**config.mk**
```make
export PLATFORM = sky130hd
export DESIGN_NAME = modular_exponentiation_unit
export DESIGN_NICKNAME = d
export VERILOG_FILES = /design/src/rtl/mexp_pkg.sv /design/src/rtl/modular_exponentiation_unit.sv /design/src/rtl/mexp_modred.sv
export SDC_FILE = /design/constraint.sdc
export NUM_CORES = 2
export LEC_CHECK = 0
export ABC_AREA = 1
export BUFFER_PORTS_ARGS = -buffer_cell sky130_fd_sc_hd__buf_2
export CORE_ASPECT_RATIO = 1.75
export CORE_MARGIN = 2
export CORE_UTILIZATION = 55
export CTS_CLUSTER_SIZE = 30
export DETAILED_ROUTE_END_ITERATION = 6
export PLACE_DENSITY = 0.71
export SETUP_SLACK_MARGIN = 0.05
export SYNTH_ARGS = -nofsm -noshare
export SYNTH_HDL_FRONTEND = slang
export SYNTH_SLANG_ARGS = --single-unit
export TNS_END_PERCENT = 100
```
**constraint.sdc**
```tcl
create_clock -name clk -period 10.2 [get_ports clk]
set_clock_uncertainty 0.15 [all_clocks]
set_input_delay 2.04 -clock clk [delete_from_list [all_inputs] [get_ports clk]]
set_output_delay 2.04 -clock clk [all_outputs]
set_load 0.01 [all_outputs]
```
**src/rtl/mexp_pkg.sv**
```systemverilog
// mexp_pkg: widths, codes and the control program of the modular exponentiation unit.
// Used by mexp_modred and modular_exponentiation_unit; depends on nothing.
package mexp_pkg;

	localparam int EXP_BITS  = 32;                  // exponent bits scanned from bit 0
	localparam int MOD_W     = 31;                  // modulus, base, residue, exponent width
	localparam int PROD_W    = 2 * MOD_W;           // full product width
	localparam int RCNT_W    = $clog2(PROD_W + 1);  // reduction bit counter
	localparam int ECNT_W    = $clog2(EXP_BITS + 1);
	localparam int CFG_IDX_W = 2;
	localparam int CFG_DAT_W = 32;
	localparam int PC_W      = 5;

	// register indexes
	localparam logic [CFG_IDX_W-1:0] REG_MODULUS = 2'd0;
	localparam logic [CFG_IDX_W-1:0] REG_BASE    = 2'd1;

	// multiplier operand selects
	localparam logic [1:0] SEL_A_ONE  = 2'd0;
	localparam logic [1:0] SEL_A_BASE = 2'd1;
	localparam logic [1:0] SEL_A_ACC  = 2'd2;
	localparam logic [1:0] SEL_A_SQ   = 2'd3;
	localparam logic       SEL_B_ONE  = 1'b0;
	localparam logic       SEL_B_SQ   = 1'b1;

	// jump conditions: taken -> target, else pc + 1
	localparam logic [2:0] C_NEVER   = 3'd0;
	localparam logic [2:0] C_ALWAYS  = 3'd1;
	localparam logic [2:0] C_NOIN    = 3'd2;  // no input item offered
	localparam logic [2:0] C_BUSY    = 3'd3;  // reduction still running
	localparam logic [2:0] C_BIT0    = 3'd4;  // current exponent bit is zero
	localparam logic [2:0] C_MORE    = 3'd5;  // exponent bits left to scan
	localparam logic [2:0] C_OUTFULL = 3'd6;  // result register held by a stall

	typedef struct packed {
		logic [1:0]      sel_a;
		logic            sel_b;
		logic            mul;      // register a*b
		logic            red;      // start reduction of the product
		logic            wr_sq;    // square register <- remainder
		logic            wr_acc;   // result accumulator <- remainder
		logic            step;     // next exponent bit
		logic            out_ld;   // load result register
		logic [2:0]      cond;
		logic [PC_W-1:0] target;
	} uc_word_t;

	// program addresses
	localparam logic [PC_W-1:0] PC_IDLE     = 5'd0;
	localparam logic [PC_W-1:0] PC_B_MUL    = 5'd1;
	localparam logic [PC_W-1:0] PC_B_RED    = 5'd2;
	localparam logic [PC_W-1:0] PC_B_WAIT   = 5'd3;
	localparam logic [PC_W-1:0] PC_B_WR     = 5'd4;
	localparam logic [PC_W-1:0] PC_O_MUL    = 5'd5;
	localparam logic [PC_W-1:0] PC_O_RED    = 5'd6;
	localparam logic [PC_W-1:0] PC_O_WAIT   = 5'd7;
	localparam logic [PC_W-1:0] PC_O_WR     = 5'd8;
	localparam logic [PC_W-1:0] PC_LOOP     = 5'd9;
	localparam logic [PC_W-1:0] PC_M_MUL    = 5'd10;
	localparam logic [PC_W-1:0] PC_M_RED    = 5'd11;
	localparam logic [PC_W-1:0] PC_M_WAIT   = 5'd12;
	localparam logic [PC_W-1:0] PC_M_WR     = 5'd13;
	localparam logic [PC_W-1:0] PC_S_MUL    = 5'd14;
	localparam logic [PC_W-1:0] PC_S_RED    = 5'd15;
	localparam logic [PC_W-1:0] PC_S_WAIT   = 5'd16;
	localparam logic [PC_W-1:0] PC_S_WR     = 5'd17;
	localparam logic [PC_W-1:0] PC_NEXT     = 5'd18;
	localparam logic [PC_W-1:0] PC_OUT_WAIT = 5'd19;
	localparam logic [PC_W-1:0] PC_OUT_LD   = 5'd20;

	// flags, msb first: mul, red, wr_sq, wr_acc, step, out_ld
	function automatic uc_word_t uc(input logic [1:0] sel_a, input logic sel_b,
			input logic [5:0] flags, input logic [2:0] cond,
			input logic [PC_W-1:0] target);
		uc_word_t w;
		w.sel_a  = sel_a;
		w.sel_b  = sel_b;
		{w.mul, w.red, w.wr_sq, w.wr_acc, w.step, w.out_ld} = flags;
		w.cond   = cond;
		w.target = target;
		return w;
	endfunction

	// control store
	function automatic uc_word_t uc_rom(input logic [PC_W-1:0] pc);
		uc_word_t w;
		case (pc)
			// wait for an exponent
			PC_IDLE:     w = uc(SEL_A_ONE,  SEL_B_ONE, 6'b000000, C_NOIN,    PC_IDLE);
			// sq = base mod m
			PC_B_MUL:    w = uc(SEL_A_BASE, SEL_B_ONE, 6'b100000, C_NEVER,   PC_IDLE);
			PC_B_RED:    w = uc(SEL_A_ONE,  SEL_B_ONE, 6'b010000, C_NEVER,   PC_IDLE);
			PC_B_WAIT:   w = uc(SEL_A_ONE,  SEL_B_ONE, 6'b000000, C_BUSY,    PC_B_WAIT);
			PC_B_WR:     w = uc(SEL_A_ONE,  SEL_B_ONE, 6'b001000, C_NEVER,   PC_IDLE);
			// acc = 1 mod m
			PC_O_MUL:    w = uc(SEL_A_ONE,  SEL_B_ONE, 6'b100000, C_NEVER,   PC_IDLE);
			PC_O_RED:    w = uc(SEL_A_ONE,  SEL_B_ONE, 6'b010000, C_NEVER,   PC_IDLE);
			PC_O_WAIT:   w = uc(SEL_A_ONE,  SEL_B_ONE, 6'b000000, C_BUSY,    PC_O_WAIT);
			PC_O_WR:     w = uc(SEL_A_ONE,  SEL_B_ONE, 6'b000100, C_NEVER,   PC_IDLE);
			// per exponent bit: acc = acc*sq if bit set
			PC_LOOP:     w = uc(SEL_A_ONE,  SEL_B_ONE, 6'b000000, C_BIT0,    PC_S_MUL);
			PC_M_MUL:    w = uc(SEL_A_ACC,  SEL_B_SQ,  6'b100000, C_NEVER,   PC_IDLE);
			PC_M_RED:    w = uc(SEL_A_ONE,  SEL_B_ONE, 6'b010000, C_NEVER,   PC_IDLE);
			PC_M_WAIT:   w = uc(SEL_A_ONE,  SEL_B_ONE, 6'b000000, C_BUSY,    PC_M_WAIT);
			PC_M_WR:     w = uc(SEL_A_ONE,  SEL_B_ONE, 6'b000100, C_NEVER,   PC_IDLE);
			// sq = sq*sq, then advance to next bit
			PC_S_MUL:    w = uc(SEL_A_SQ,   SEL_B_SQ,  6'b100000, C_NEVER,   PC_IDLE);
			PC_S_RED:    w = uc(SEL_A_ONE,  SEL_B_ONE, 6'b010000, C_NEVER,   PC_IDLE);
			PC_S_WAIT:   w = uc(SEL_A_ONE,  SEL_B_ONE, 6'b000000, C_BUSY,    PC_S_WAIT);
			PC_S_WR:     w = uc(SEL_A_ONE,  SEL_B_ONE, 6'b001010, C_NEVER,   PC_IDLE);
			PC_NEXT:     w = uc(SEL_A_ONE,  SEL_B_ONE, 6'b000000, C_MORE,    PC_LOOP);
			// hand the residue over
			PC_OUT_WAIT: w = uc(SEL_A_ONE,  SEL_B_ONE, 6'b000000, C_OUTFULL, PC_OUT_WAIT);
			PC_OUT_LD:   w = uc(SEL_A_ONE,  SEL_B_ONE, 6'b000001, C_ALWAYS,  PC_IDLE);
			default:     w = uc(SEL_A_ONE,  SEL_B_ONE, 6'b000000, C_ALWAYS,  PC_IDLE);
		endcase
		return w;
	endfunction

endpackage

```
**src/rtl/modular_exponentiation_unit.sv**
```systemverilog
// modular_exponentiation_unit: base^exponent mod modulus by square-and-multiply.
// Depends on mexp_pkg and mexp_modred.
//
//   channel   signals                                  direction  transfer when
//   input     in_valid, in_stall, exponent             in         in_valid & !in_stall
//   output    out_valid, out_stall, residue            out        out_valid & !out_stall
//   config    cfg_valid, cfg_ready, cfg_index,         in         cfg_valid & cfg_ready
//             cfg_data
//
// One exponent at a time. Every modular product is a 31x31 multiply into a
// product register followed by a bit-serial reduction of the 62-bit product;
// an item's run time grows with EXP_BITS and with the exponent's one bits and
// is set by the serial reduction unit.
// Reset clears the sequencer, the result register's valid and the registers
// (modulus 1, base 0). A stalled result sits in its own register while the
// next exponent is taken and worked on; only the final load waits for it.
// cfg_ready is always high; writes are expected only while the unit is idle.
module modular_exponentiation_unit
	import mexp_pkg::*;
(
	input  logic                 clk,
	input  logic                 arst_n,
	// exponent channel
	input  logic                 in_valid,
	output logic                 in_stall,
	input  logic [MOD_W-1:0]     exponent,
	// residue channel
	output logic                 out_valid,
	input  logic                 out_stall,
	output logic [MOD_W-1:0]     residue,
	// register writes
	input  logic                 cfg_valid,
	output logic                 cfg_ready,
	input  logic [CFG_IDX_W-1:0] cfg_index,
	input  logic [CFG_DAT_W-1:0] cfg_data
);

	// configuration
	logic [MOD_W-1:0]  modulus_q;
	logic [MOD_W-1:0]  base_q;
	logic [MOD_W-1:0]  mod_eff;

	// sequencer
	logic [PC_W-1:0]   pc_q;
	uc_word_t          uw;
	logic              jump;

	// datapath
	logic [MOD_W-1:0]  exp_q;
	logic [ECNT_W-1:0] ecnt_q;
	logic [MOD_W-1:0]  sq_q;
	logic [MOD_W-1:0]  acc_q;
	logic [MOD_W-1:0]  op_a;
	logic [MOD_W-1:0]  op_b;
	logic [PROD_W-1:0] prod_q;
	logic              red_busy;
	logic [MOD_W-1:0]  red_rem;

	// result register
	logic              out_valid_q;
	logic [MOD_W-1:0]  residue_q;

	logic              in_xfer;
	logic              out_xfer;

	assign cfg_ready = 1'b1;

	always_ff @(posedge clk or negedge arst_n) begin
		if (!arst_n) begin
			modulus_q <= MOD_W'(1);
			base_q    <= '0;
		end else if (cfg_valid) begin
			case (cfg_index)
				REG_MODULUS: modulus_q <= cfg_data[MOD_W-1:0];
				REG_BASE:    base_q    <= cfg_data[MOD_W-1:0];
				default:     ;
			endcase
		end
	end

	// modulus zero behaves as modulus one
	assign mod_eff = (modulus_q == '0) ? MOD_W'(1) : modulus_q;

	// --- sequencer: fetch, condition test, next address ---
	assign uw = uc_rom(pc_q);

	always_comb begin
		case (uw.cond)
			C_NEVER:   jump = 1'b0;
			C_ALWAYS:  jump = 1'b1;
			C_NOIN:    jump = !in_valid;
			C_BUSY:    jump = red_busy;
			C_BIT0:    jump = !exp_q[0];
			C_MORE:    jump = (ecnt_q != ECNT_W'(EXP_BITS));
			C_OUTFULL: jump = out_valid_q && out_stall;
			default:   jump = 1'b0;
		endcase
	end

	always_ff @(posedge clk or negedge arst_n) begin
		if (!arst_n) begin
			pc_q <= PC_IDLE;
		end else begin
			pc_q <= jump ? uw.target : pc_q + 1'b1;
		end
	end

	// exponent is taken only in the idle step
	assign in_stall = (pc_q != PC_IDLE);
	assign in_xfer  = in_valid && !in_stall;

	always_ff @(posedge clk) begin
		if (in_xfer) begin
			exp_q  <= exponent;
			ecnt_q <= '0;
		end else if (uw.step) begin
			exp_q  <= {1'b0, exp_q[MOD_W-1:1]};
			ecnt_q <= ecnt_q + 1'b1;
		end
	end

	// --- multiplier, registered ---
	always_comb begin
		case (uw.sel_a)
			SEL_A_ONE:  op_a = MOD_W'(1);
			SEL_A_BASE: op_a = base_q;
			SEL_A_ACC:  op_a = acc_q;
			SEL_A_SQ:   op_a = sq_q;
			default:    op_a = MOD_W'(1);
		endcase
		op_b = (uw.sel_b == SEL_B_SQ) ? sq_q : MOD_W'(1);
	end

	always_ff @(posedge clk) begin
		if (uw.mul) begin
			prod_q <= PROD_W'(op_a) * PROD_W'(op_b);
		end
	end

	// --- serial reduction ---
	mexp_modred u_modred (
		.clk     (clk),
		.arst_n  (arst_n),
		.start   (uw.red),
		.prod    (prod_q),
		.modulus (mod_eff),
		.busy    (red_busy),
		.rem     (red_rem)
	);

	always_ff @(posedge clk) begin
		if (uw.wr_sq) begin
			sq_q <= red_rem;
		end
		if (uw.wr_acc) begin
			acc_q <= red_rem;
		end
	end

	// --- result register ---
	assign out_xfer = out_valid_q && !out_stall;

	always_ff @(posedge clk or negedge arst_n) begin
		if (!arst_n) begin
			out_valid_q <= 1'b0;
		end else if (uw.out_ld) begin
			out_valid_q <= 1'b1;
		end else if (out_xfer) begin
			out_valid_q <= 1'b0;
		end
	end

	always_ff @(posedge clk) begin
		if (uw.out_ld) begin
			residue_q <= acc_q;
		end
	end

	assign out_valid = out_valid_q;
	assign residue   = residue_q;

endmodule

```
**src/rtl/mexp_modred.sv**
```systemverilog
// mexp_modred: bit-serial restoring reduction of a full-width product modulo m.
// Depends on mexp_pkg.
module mexp_modred
	import mexp_pkg::*;
(
	input  logic              clk,
	input  logic              arst_n,
	input  logic              start,
	input  logic [PROD_W-1:0] prod,
	input  logic [MOD_W-1:0]  modulus,  // nonzero
	output logic              busy,
	output logic [MOD_W-1:0]  rem
);

	logic [MOD_W-1:0]  rem_q;
	logic [PROD_W-1:0] shift_q;
	logic [RCNT_W-1:0] cnt_q;
	logic              busy_q;
	logic [MOD_W:0]    trial;
	logic [MOD_W:0]    diff;

	// one product bit per cycle, msb first
	assign trial = {rem_q, shift_q[PROD_W-1]};
	assign diff  = trial - {1'b0, modulus};

	always_ff @(posedge clk or negedge arst_n) begin
		if (!arst_n) begin
			busy_q <= 1'b0;
			cnt_q  <= '0;
		end else if (start) begin
			busy_q <= 1'b1;
			cnt_q  <= RCNT_W'(PROD_W);
		end else if (busy_q) begin
			cnt_q <= cnt_q - 1'b1;
			if (cnt_q == RCNT_W'(1)) begin
				busy_q <= 1'b0;
			end
		end
	end

	always_ff @(posedge clk) begin
		if (start) begin
			rem_q   <= '0;
			shift_q <= prod;
		end else if (busy_q) begin
			shift_q <= {shift_q[PROD_W-2:0], 1'b0};
			if (trial >= {1'b0, modulus}) begin
				rem_q <= diff[MOD_W-1:0];
			end else begin
				rem_q <= trial[MOD_W-1:0];
			end
		end
	end

	assign busy = busy_q;
	assign rem  = rem_q;

endmodule
```
## Word-level counts from Yosys, hierarchy flattened

Memory sizes are Yosys's and may differ from the RTL's.
Cells that the tools add are included.

- Flip-flop bits (word level): 360
- ROM bits: 544
- Input port bits: 70
- Output and inout bits: 34
- Word-level logic and storage cells: 66
- Memories kept: 1

Memories:

| memory | words | width | rd ports | clocked after Yosys merged registers in | wr ports | RTL line | RTL |
|---|---|---|---|---|---|---|---|
| (name not given) | 32 | 17 | 1 | 0 | 0 | mexp_pkg.sv:87 | `case (pc)` |

- $add $sub $neg: 4
- Multiply operators: 1
- Order comparisons: 1
- Eq/ne operators: 12
- Muxes and demuxes: 17
- Reductions and logical operators: 16

Operators by type and width:

| cell | count |
|---|---|
| $mux 31 | 5 |
| $mux 62 | 2 |
| $pmux 31 s4 | 1 |
| $mul 31x31->62 | 1 |
| $ge 32x31->1 | 1 |
| $logic_not 31->1 | 1 |
| $sub 31x31->31 | 1 |
| $mux 6 | 2 |
| $eq 3x3->1 const B | 3 |
| $add 6x1->6 const B | 1 |
| $eq 3x2->1 const B | 2 |
| $eq 6x1->1 const B | 1 |
| $ne 6x6->1 const B | 1 |
| $pmux 1 s6 | 1 |
| $reduce_bool 2->1 | 3 |
| $sub 6x1->6 const B | 1 |
| $add 5x1->5 const B | 1 |
| $mux 1 | 5 |
| $mux 5 | 1 |
| $reduce_bool 5->1 | 1 |
| $eq 2x1->1 const B | 2 |
| $eq 2x2->1 const B | 2 |
| $logic_not 1->1 | 4 |
| $logic_not 2->1 | 2 |
| 3 further kinds | 6 |

## Logic depth before layout (Yosys ltp)

- Depth in word-level cells: 4
- Depth in mapped cells: 43
- Mapped depth without buffers: 41

## Cells and area by module

A second synthesis with hierarchy kept.

- Cell total of the unflattened synthesis: 6,100
- Area total of the unflattened synthesis: 49,744.0 um^2

Modules (own cells, without submodules):

| module | times used | cells each | area an instance (um^2) | sequential area each (um^2) |
|---|---|---|---|---|
| modular_exponentiation_unit | 1 | 5,034 | 42,712.2 | 7,408.4 |
| mexp_modred | 1 | 1,066 | 7,031.7 | 2,657.5 |

## Least setup slack after synthesis

Ideal clock, no wire load.

- Kind: register -> register
- From: register pc_q[0]
- To: register prod_q[37], data pin
- Library setup time: 253 ps
- Arrival: 7,347 ps
- Slack: 2,451 ps
- Stages on the path, launching flop included: 34
- Period minus slack after synthesis: 7,749 ps
- Path through: dfrtp_1 inv_1 ha_1 nand2_2 o21ai_2 inv_2 nor2_2 nand2_1 buf_4 buf_6 o21ai_1 buf_4 nand2_1 fa_1 inv_1 fa_1 inv_1 fa_1 inv_1 fa_1 fa_1 fa_1 fa_1 fa_1 ha_1 nand2_1 nor2_1 nand2_1 nor2_1 nand4_1 nand3_1 nand2_1 inv_1 nor2_1

- Cells in the longest elaborated chain, start to end: 4

RTL lines:

| item | RTL line | RTL |
|---|---|---|
| start, declared | modular_exponentiation_unit.sv:44 | `logic [PC_W-1:0] pc_q;` |
| start signal, assigned | modular_exponentiation_unit.sv:104 | `pc_q <= jump ? uw.target : pc_q + 1'b1;` |
| $mem_v2 32x17 (*) | -- |  |
| $eq 2x2->1 (tied with other cells) | modular_exponentiation_unit.sv:124 | `case (uw.sel_a)` |
| $pmux 31 s4 | modular_exponentiation_unit.sv:124 |  |
| $mul 31x31->62 (*) | modular_exponentiation_unit.sv:136 | `prod_q <= PROD_W'(op_a) * PROD_W'(op_b);` |
| end signal, assigned | modular_exponentiation_unit.sv:136 |  |
| end, declared | modular_exponentiation_unit.sv:55 | `logic [PROD_W-1:0] prod_q;` |

Mark *: on every way between the ends. The rest lies on a longest branch, timed or not.
A chain may end at the register's enable or synchronous reset.

## Final worst setup path

- From: register pc_q[0]
- To: register prod_q[59], data pin

Same word-level chain as after synthesis.

==> impl_metrics.yaml <==
final_layout:
  syn_to_final_growth_pct: 7.28
  nNetsFinal: 7093
  stdcell_count: 7082
  utilization_pct: 59.5
  drive_above_1_share_pct: 6.78
clock_network:
  insertion_delay_ns: 0.62
  numClockSinks: 360
  cts_setup_buffers: 0
  cts_resized: 0
  cts_tree: "yes"
  clk_pin_slew_worst_paths_ns: 0.07
  cts_buffers: 37
  root_buffer: "clkbuf_16"
  cts_buffer_depth: 3
  cts-htree-levels: 2
  holdBufCountCts: 0
placement:
  placed_cells: 7010
  preCtsSetupSlack_ns: 0.743
  hpwl_um: 139000
  gp_congestion: 1.06
  portBuffers: 101
synth:
  ys_top_cells_by_count: "nand2_1, inv_1, fa_1, nor2_1, ha_1"
  ys_ff_latch: 360
  synthArstFlopShare_pct: 20.8
  synth.area.top_cells: "fa_1, edfxtp_1, nand2_1"
  ys_seq_area_share_pct: 20.9
  yosys_warnings: 0
  synth_top_cell_by_area: "fa_1"
  synth_edf_count: 248
  ys_types: 46
  post-synth-top-count-cell: "nand2_1"
  ys.flop_type: "edfxtp_1"
  syn_nets: 6999
  syn_inst: 5795
  syn_area_um2: 48200
  syn_area_per_cell_um2: 8.32
  synth.top_cell.area_share_pct: 34.8
grt:
  grt_pass1_vias: 42500
  grt_overflow: 0
  grt_pass1_wl_um: 260000
  grt_max_degree: 65
  grt_usage_pct: 40.1
  antenna_found_initial: 8
critical_path:
  crit_path_end_kind: "flip-flop"
  crit_arrival_ns: 10.06
  endpoint: "prod_q[59]"
  startpoint_type: "flip-flop"
  r2r_start: "pc_q[0]"
  max_stage_delay_ns: 0.86
  required_ns: 10.40
  worstRegToRegCells: 34
  path_class: "reg2reg"
  r2r-end: "prod_q[59]"
  crit_slowest_cell: "fa_1"
  critPathLaunch: "pc_q[0]"
  worst-path-max-fanout: 31
  r2r_slack_ns: 0.34
timing:
  fin_setup_tns_ns: 0
  finalHoldViolations: 0
  tightest_slew_ns: 1.25
  finalCritPeriodShare_pct: 96.6
  fmax_ghz: 0.101
  drv_slew: 0
  setup_viol: 0
  setup_slack_ns: 0.344
  min_period_ns: 9.86
  fin_hold_ws_ns: 0.295
  rsz0062_at_grt: "false"
  maxSlewHeadroom_pct: 16.7
drt:
  via_per_inst: 5.65
  drt_first_pass_iters: 5
  wirelength_um: 176000
  drc_errors: 0
  first_iter_violations: 3166
  vias: 40000
  ant_nets: 0
  wl_per_cell_um: 24.9
run:
  cap_violations: 0
floorplan:
  start_util_pct: 55.5
  core_um2: 87000
  row_count: 143
  dieArea_um2: 90200
  fp.dieH_um: 396
  die_width_um: 228
  ios: 104
status:
  status: "finished, final reports clean"
power:
  pwr_density_cell_nw_per_um2: 167
  total_leakage_power_uw: 0.0257
  peakVddDrop_uv: 231
worst_hold_path:
  hp-class: "reg2reg"
[sequential cells by signal (all words and copies together) (netlist names), 31 cells and up]
register / count
acc_q: 31
base_q: 31
exp_q: 31
modulus_q: 31
prod_q: 62
residue: 31
sq_q: 31
u_modred.rem: 31
u_modred.shift_q: 62
[critical path: cells and delay by family (launching register included)]
kind	cells	cell delay (ns)
compound gates	5	1.08
buf+inv	10	1.64
simple gates	9	1.57
flops	1	0.45
fa+ha+maj	10	4.69
[power by group]
group	total, µW	internal (µW)	leakage (µW)	switching (µW)
Sequential	2480	2220	0.00367	256
Clock	1360	738	0.000554	619
Combinational	4820	1330	0.0215	3490
[cells by family after synthesis]
family / count (synthesis) / share of synthesized area, %
AND/OR/NAND/NOR: 2451 / 20.1
flip-flops: 360 / 20.9
adder cells (fa/ha/maj): 1134 / 42.5
other: 1 / 0.00777
buffers and inverters: 1470 / 11.7
multiplexers: 1 / 0.0233
XOR/XNOR: 48 / 0.871
AO/OA/AOI/OAI: 330 / 3.96
[per-stage QoR]
stage	cell area [µm²]	total power, µW
2_1_floorplan	48200	5330
3_3_place_gp	50600	7070
3_5_place_dp	50600	7140
4_1_cts	51700	8500
5_1_grt	51700	9150
6_report	51800	8660
[cells in the final DEF, fill, tap and decap left out, drive strengths merged, types with 31 or more instances in the layout]
cell    synthesis  routed
a21oi         100     100
a22oi          31      31
buf            81     253
clkbuf        117      48
dfrtp          74      74
dfxtp          37      37
edfxtp        248     248
fa            838     838
ha            296     296
inv          1263    1267
nand2        1515    1515
nand3         152     152
nand4          37      37
nor2          684     684
o21ai         176     176
xor2           33      33
[final cells by class]
type / instances / area (µm²)
diodes: 6 / 15.0
clock inverters: 18 / 189
fillers: 8067 / 35200
inverters: 1272 / 4770
repair buffers: 253 / 1670
clock buffers: 48 / 977
flip-flops and latches: 360 / 10100
well taps: 1160 / 1450
multi-input cells: 3965 / 32600
[worst min path at each step]
stage	startpoint	to	slack [ns]	depth (start not counted)
after CTS	acc_q[26]	residue[26]	0.29	0
after global placement	acc_q[27]	residue[27]	0.28	0
after global routing	acc_q[27]	residue[27]	0.31	0
after floorplan	acc_q[0]	residue[0]	0.28	0
final	acc_q[26]	residue[26]	0.29	0
after detailed placement	acc_q[9]	residue[9]	0.29	0
[routing by layer]
metal | global-route usage (%) | share of wire, %
met3 | 10.0 | 8.9
met4 | 37.2 | 12
met1 | 38.6 | 30
met2 | 69.7 | 49
met5 | 0.593 | 0.078
No activity file was read; power rests on OpenSTA's default activity.
